--- src/rtl/core/mvm_pkg.sv ---
package mvm_pkg;

  localparam int COL_W  = 10;
  localparam int VAL_W  = 32;
  localparam int LEN_W  = 11;
  localparam int ROW_W  = 16;
  localparam int ACC_W  = 64;

  localparam int MAX_COLUMNS_DEF = 1024;
  localparam int LEN_RESET       = 1024;

  localparam logic FUNC_LOAD   = 1'b0;
  localparam logic FUNC_MATRIX = 1'b1;

  typedef struct packed {
    logic               func;
    logic [COL_W-1:0]   column;
    logic signed [VAL_W-1:0] value;
  } mvm_in_t;

  typedef struct packed {
    logic [ROW_W-1:0]        row_index;
    logic signed [ACC_W-1:0] dot_product;
    logic                    saturated;
  } mvm_out_t;

  // matrix element after the vector read has been issued
  typedef struct packed {
    logic                    valid;
    logic                    last;
    logic signed [VAL_W-1:0] value;
  } mvm_s1_t;

endpackage

--- src/rtl/core/mvm_mac.sv ---
module mvm_mac
  import mvm_pkg::*;
(
  input  logic             clk,
  input  logic             rst_n,
  input  logic             adv,
  input  mvm_s1_t          s1,
  input  logic [VAL_W-1:0] vec_data,
  output logic             res_valid,
  output mvm_out_t         res
);

  logic                    v2_r, v2_nxt;
  logic                    last2_r;
  logic signed [ACC_W-1:0] prod2_r;
  logic signed [ACC_W-1:0] prod_nxt;
  logic signed [VAL_W-1:0] vec_s;

  logic signed [ACC_W-1:0] acc_r, acc_nxt;
  logic                    ovf_r, ovf_nxt;
  logic [ROW_W-1:0]        row_r, row_nxt;

  logic [ACC_W:0]          sum_wide;
  logic signed [ACC_W-1:0] sum_sat;
  logic                    sum_ovf;

  assign vec_s    = $signed(vec_data);
  assign prod_nxt = s1.value * vec_s;
  assign v2_nxt   = s1.valid;

  // saturating add on a one-bit-wider sum
  always_comb begin
    sum_wide = {acc_r[ACC_W-1], acc_r} + {prod2_r[ACC_W-1], prod2_r};
    sum_ovf  = sum_wide[ACC_W] != sum_wide[ACC_W-1];
    if (sum_ovf) begin
      sum_sat = sum_wide[ACC_W] ? {1'b1, {(ACC_W-1){1'b0}}} : {1'b0, {(ACC_W-1){1'b1}}};
    end else begin
      sum_sat = sum_wide[ACC_W-1:0];
    end
  end

  always_comb begin
    acc_nxt   = acc_r;
    ovf_nxt   = ovf_r;
    row_nxt   = row_r;
    res_valid = 1'b0;
    res.row_index   = row_r;
    res.dot_product = sum_sat;
    res.saturated   = ovf_r | sum_ovf;
    if (adv && v2_r) begin
      if (last2_r) begin
        res_valid = 1'b1;
        acc_nxt   = '0;
        ovf_nxt   = 1'b0;
        row_nxt   = row_r + ROW_W'(1);
      end else begin
        acc_nxt = sum_sat;
        ovf_nxt = ovf_r | sum_ovf;
      end
    end
  end

  always_ff @(posedge clk) begin
    if (!rst_n) begin
      v2_r  <= 1'b0;
      acc_r <= '0;
      ovf_r <= 1'b0;
      row_r <= '0;
    end else begin
      if (adv) begin
        v2_r <= v2_nxt;
      end
      acc_r <= acc_nxt;
      ovf_r <= ovf_nxt;
      row_r <= row_nxt;
    end
  end

  always_ff @(posedge clk) begin
    if (adv) begin
      prod2_r <= prod_nxt;
      last2_r <= s1.last;
    end
  end

endmodule

--- config.mk ---
export PLATFORM = sky130hd
export DESIGN_NAME = mvm_mac
export DESIGN_NICKNAME = d
export VERILOG_FILES = /design/src/rtl/core/mvm_pkg.sv /design/src/rtl/core/mvm_mac.sv
export SDC_FILE = /design/constraint.sdc
export NUM_CORES = 2
export LEC_CHECK = 0
export BUFFER_PORTS_ARGS = -buffer_cell sky130_fd_sc_hd__clkbuf_2
export CORE_MARGIN = 2
export CORE_UTILIZATION = 45
export DETAILED_ROUTE_END_ITERATION = 7
export GPL_ROUTABILITY_DRIVEN = 0
export PLACE_DENSITY = 0.61
export SYNTH_ARGS = -nofsm -noshare
export SYNTH_HDL_FRONTEND = slang
export SYNTH_SLANG_ARGS = --single-unit
--- constraint.sdc ---
create_clock -name clk -period 10.4 [get_ports clk]
set_clock_uncertainty 0.05 [all_clocks]
set_input_delay 1.04 -clock clk [delete_from_list [all_inputs] [get_ports clk]]
set_output_delay 1.04 -clock clk [all_outputs]
set_load 0.1 [all_outputs]
# After elaboration in Yosys (flattened, before gate mapping)
# Cells that the tools add are included.
# word_totals
output_inout_bits	82
rom_bits	0
regBits	147
wordCells	19
latchBits	0
ramBits	0
n_memories	0
# classes
n_eq_ne	1
order_cmp	0
mul	1
add_sub_neg	2
div	0
n_reduce_logical	2
bitwise_logic	1
n_shift	0
n_mux	6
# op_table
cell	n
64-bit 2-to-1 mux	3
64-bit by 64-bit adder with 65-bit output	1
32-bit by 32-bit multiplier with 64-bit output	1
16-bit by 1-bit adder with 16-bit output (second input constant)	1
1-bit 2-to-1 mux	3
2-bit AND reduction	1
1-bit logical AND	1
1-bit != test	1
1-bit OR	1

# Logic depth before layout (Yosys ltp)
# depth
depth_word	4
ltp_mapped	29
depth_no_buf	27

# Worst setup path after synthesis
# No wires, ideal clock.
# synth_timing
kind	input port to flip-flop
from	in s1[31] in the netlist's numbering
to	reg prod2_r[62] (data pin)
path_stages	26
t_arrival_ps	8416
path_buffers	1
t_required_ps	10091
setup_ps	259
setup_slack_ps	1674
path_cell_list	clkbuf_1 -> nand2_1 -> inv_1 -> fa_1 -> inv_1 -> fa_1 -> inv_1 -> fa_1 -> fa_1 -> inv_1 -> fa_1 -> inv_1 -> fa_1 -> inv_1 -> fa_1 -> inv_1 -> fa_1 -> ha_1 -> a21o_1 -> a21o_1 -> or2_2 -> a2111oi_0 -> nor3_1 -> a221o_1 -> a41oi_1 -> xnor2_1
# synth_between
elab_chain_len	1
# synth_lines
element	line_no	text
start, declared	mvm_mac.sv:7	input mvm_s1_t s1,
32-bit by 32-bit multiplier with 64-bit output	mvm_mac.sv:28	assign prod_nxt = s1.value * vec_s;
named net prod_nxt[62]	mvm_mac.sv:16	logic signed [ACC_W-1:0] prod_nxt;
end signal, assigned	mvm_mac.sv:81	prod2_r <= prod_nxt;
end, declared	mvm_mac.sv:15	logic signed [ACC_W-1:0] prod2_r;
# The timed path passes the listed nets, and every way through them passes these cells.
# A chain may end at the register's enable or synchronous reset.

# Final worst setup path
# layout_timing
from	in vec_data[5]
to	reg prod2_r[62] (data pin)
# layout_between
elab_chain_len	1
# layout_lines
element	line_no	text
start, declared	mvm_mac.sv:8	input logic [VAL_W-1:0] vec_data,
32-bit by 32-bit multiplier with 64-bit output	mvm_mac.sv:28	
named net prod_nxt[62]	mvm_mac.sv:16	
# The timed path passes the listed nets, and every way through them passes these cells.

==> flow_summary.toml <==
[status]
status = "finished clean"

[die]
fp.coreArea_um2 = 99900
dieArea_um2 = 103000
die_x_um = 321
start_util_pct = 45.3
num_io_pins = 151
row_count = 116
dieHeight_um = 321

[global_routing]
use_met2_pct = 40.5
antenna_found_initial = 2
grt_max_degree = 68
grtUsageMet3_pct = 6.01
grt.busiest_layer = "met2"
track_usage_pct = 26.3
grt_util_met1_pct = 37.5
grt_pass1_wl_mm = 207
grt-ovfl-total = 0
grt_pass1_vias = 35700

[clock_network]
tritoncts = "yes"
root_buffer = "clkbuf_16"
clkSinkCount = 147
cts_resized = 0
holdBufCountCts = 0
cts_buffer_depth = 2
clk_pin_slew_ns = 0.07
insertion_delay_ns = 0.45
numCtsBuffers = 17
cts_setup_buffers = 0
htree_levels = 4

[cells_and_area]
drive_gt1_share_pct = 5.84
nNetsFinal = 6247
layout_commonest_cell = "fa_1"
fillers = 9648
layout.cells.most_common_list = "fa_1, inv_1, nand2_1, and2_1, ha_1"
area_growth_pct = 5.35

[logic_synthesis]
syn-num-nets = 6280
syn_area_per_cell_um2 = 9.27
ys_async_sr_fraction_pct = 0
yosys_warnings = 0
synth_edf_count = 65
seq_area_frac_synth_pct = 7.95
synth_area_um2 = 45200
ys.flop_type = "dfxtp_1"
syn_inst = 4879
ys_seq_elements = 147
synth.distinct_cells = 75

[route]
ant_nets = 0
wire_per_inst_um = 21.3
vias = 33200
viasPerCell = 5.40
wl_mm = 131
drc = 0
firstDrtPassIters = 5
drt_iter0_markers = 2408

[worst_hold_path]
min_path_type = "reg -> reg"
hold_end = "acc_r[53]"
hold_start = "acc_r[53]"
worstHoldPathCells = 2

[place]
io_buffer_count = 150
dp_hpwl_mm = 105

[sta]
period_share_pct = 89.9
drv_slew = 0
final_hold_viol_count = 0
tns_ns = 0
period_needed_ns = 9.35
max_slew_margin_pct = 28.1
tightestPinTransition_ns = 1.08
setup_violations = 0
rsz0062_at_grt = "no"
clock.fmax_mhz = 107

[critical_path]
worstSetupEndpointType = "flip-flop"
worst_path_max_delay_cell = "a2111oi_0"
cpPeakStageDelay_ns = 0.64
rr_worst_depth = 14
r2r-start = "prod2_r[9]"
cpMostUsedCell = "fa_1"
crit_required_ns = 10.55
arrival_ns = 9.50
crit_fanout = 19
r2r-end = "acc_r[41]"
start_kind = "input pin"
r2r_slack_ns = 5.02
startpoint = "vec_data[5]"
crit_type = "in -> reg"

[job]
cap_viol_max_count = 0
registers in the layout (all words and copies together) (netlist names):
name	flops
ovf_r	1
last2_r	1
row_r	16
prod2_r	64
acc_r	64
v2_r	1
critical path: cells and delay by family:
family          cells  cell delay, ns
xor+xnor            1            0.09
buf+inv             9            1.94
compound gates      6            1.65
fa+ha+maj           9            4.01
simple gates        4            0.76
through the flow:
| stage | std cells | instance area [um2] | worst slack (ns) | hold slack, ns | utilization [%] |
|---|---|---|---|---|---|
| after floorplan | 4879 | 45200 | 1.67 | 0.387 | - |
| after detailed placement | 6125 | 47000 | 0.536 | 0.406 | 47.1 |
| after global routing | 6157 | 47600 | 0.641 | 0.449 | 47.7 |
| final | 6160 | 47600 | 1.05 | 0.424 | 47.7 |
| after CTS | 6157 | 47600 | 1.02 | 0.429 | 47.7 |
| after global placement | 6125 | 47000 | 0.624 | 0.401 | 47.1 |
worst max path at each step:
stage,to,slack (ns),cells after the start
final,prod2_r[62],1.05,29
after detailed placement,prod2_r[62],0.54,29
after global placement,prod2_r[62],0.62,29
after floorplan,prod2_r[62],1.67,26
after global routing,prod2_r[62],0.64,29
after CTS,prod2_r[62],1.02,29
final cells by class:
class / instances / area (um2) / share of cell area [%]
Antenna cell: 3 / 7.51 / 0.0158
Clock inverter: 14 / 150 / 0.315
Timing Repair Buffer: 224 / 1310 / 2.74
Tap cell: 1298 / 1620 / 3.41
Inverter: 977 / 3670 / 7.70
Sequential cell: 147 / 3590 / 7.54
Clock buffer: 18 / 450 / 0.946
Multi-Input combinational cell: 3479 / 36800 / 77.3
cells by family (layout without fill, tap and decap cells):
family                   after synthesis  after routing  synth area share, %
AO/OA/AOI/OAI                        536            536                 7.63
other                                  0              3                    0
buffers and inverters               1253           1233                 10.6
flip-flops                           147            147                 7.95
multiplexers                           5              5                0.122
adder cells (fa/ha/maj)             1332           1332                 54.8
XOR/XNOR                             143            143                 2.77
AND/OR/NAND/NOR                     1463           1463                 16.1
metal layers:
layer,part of all wire (%),vias to the layer above
li1,-,14600
met4,2.4,2
met5,0.0038,-
met2,44,1382
met3,10,193
met1,44,17000
Yosys cell counts (10+ instances only):
| cell | instances | area share (%) |
|---|---|---|
| clkbuf_1 | 235 | 2.0 |
| edfxtp_1 | 65 | 4.3 |
| dfxtp_1 | 82 | 3.6 |
| a21oi_1 | 144 | 1.6 |
| o21a_1 | 11 | 0.18 |
| nand2_1 | 641 | 5.3 |
| inv_1 | 977 | 8.1 |
| ha_1 | 249 | 6.9 |
| o21ai_1 | 11 | 0.12 |
| nand4_1 | 33 | 0.46 |
| nor2_1 | 105 | 0.87 |
| and2_1 | 533 | 7.4 |
| o21bai_1 | 23 | 0.38 |
| nor3_1 | 14 | 0.15 |
| and3_1 | 25 | 0.35 |
| nand2b_1 | 25 | 0.35 |
| xor2_1 | 38 | 0.74 |
| o211ai_2 | 10 | 0.28 |
| nand3_1 | 26 | 0.29 |
| xnor2_1 | 105 | 2.0 |
| o211ai_1 | 59 | 0.98 |
| a31oi_1 | 14 | 0.19 |
| and4_1 | 10 | 0.19 |
| buf_2 | 25 | 0.28 |
| fa_1 | 1083 | 48 |
| a21o_1 | 54 | 0.90 |
| o21ai_0 | 130 | 1.4 |
| nor2b_1 | 25 | 0.35 |
Power is not shown: default switching activity piles up to over one toggle a cycle in this logic, so the estimate is an artifact.
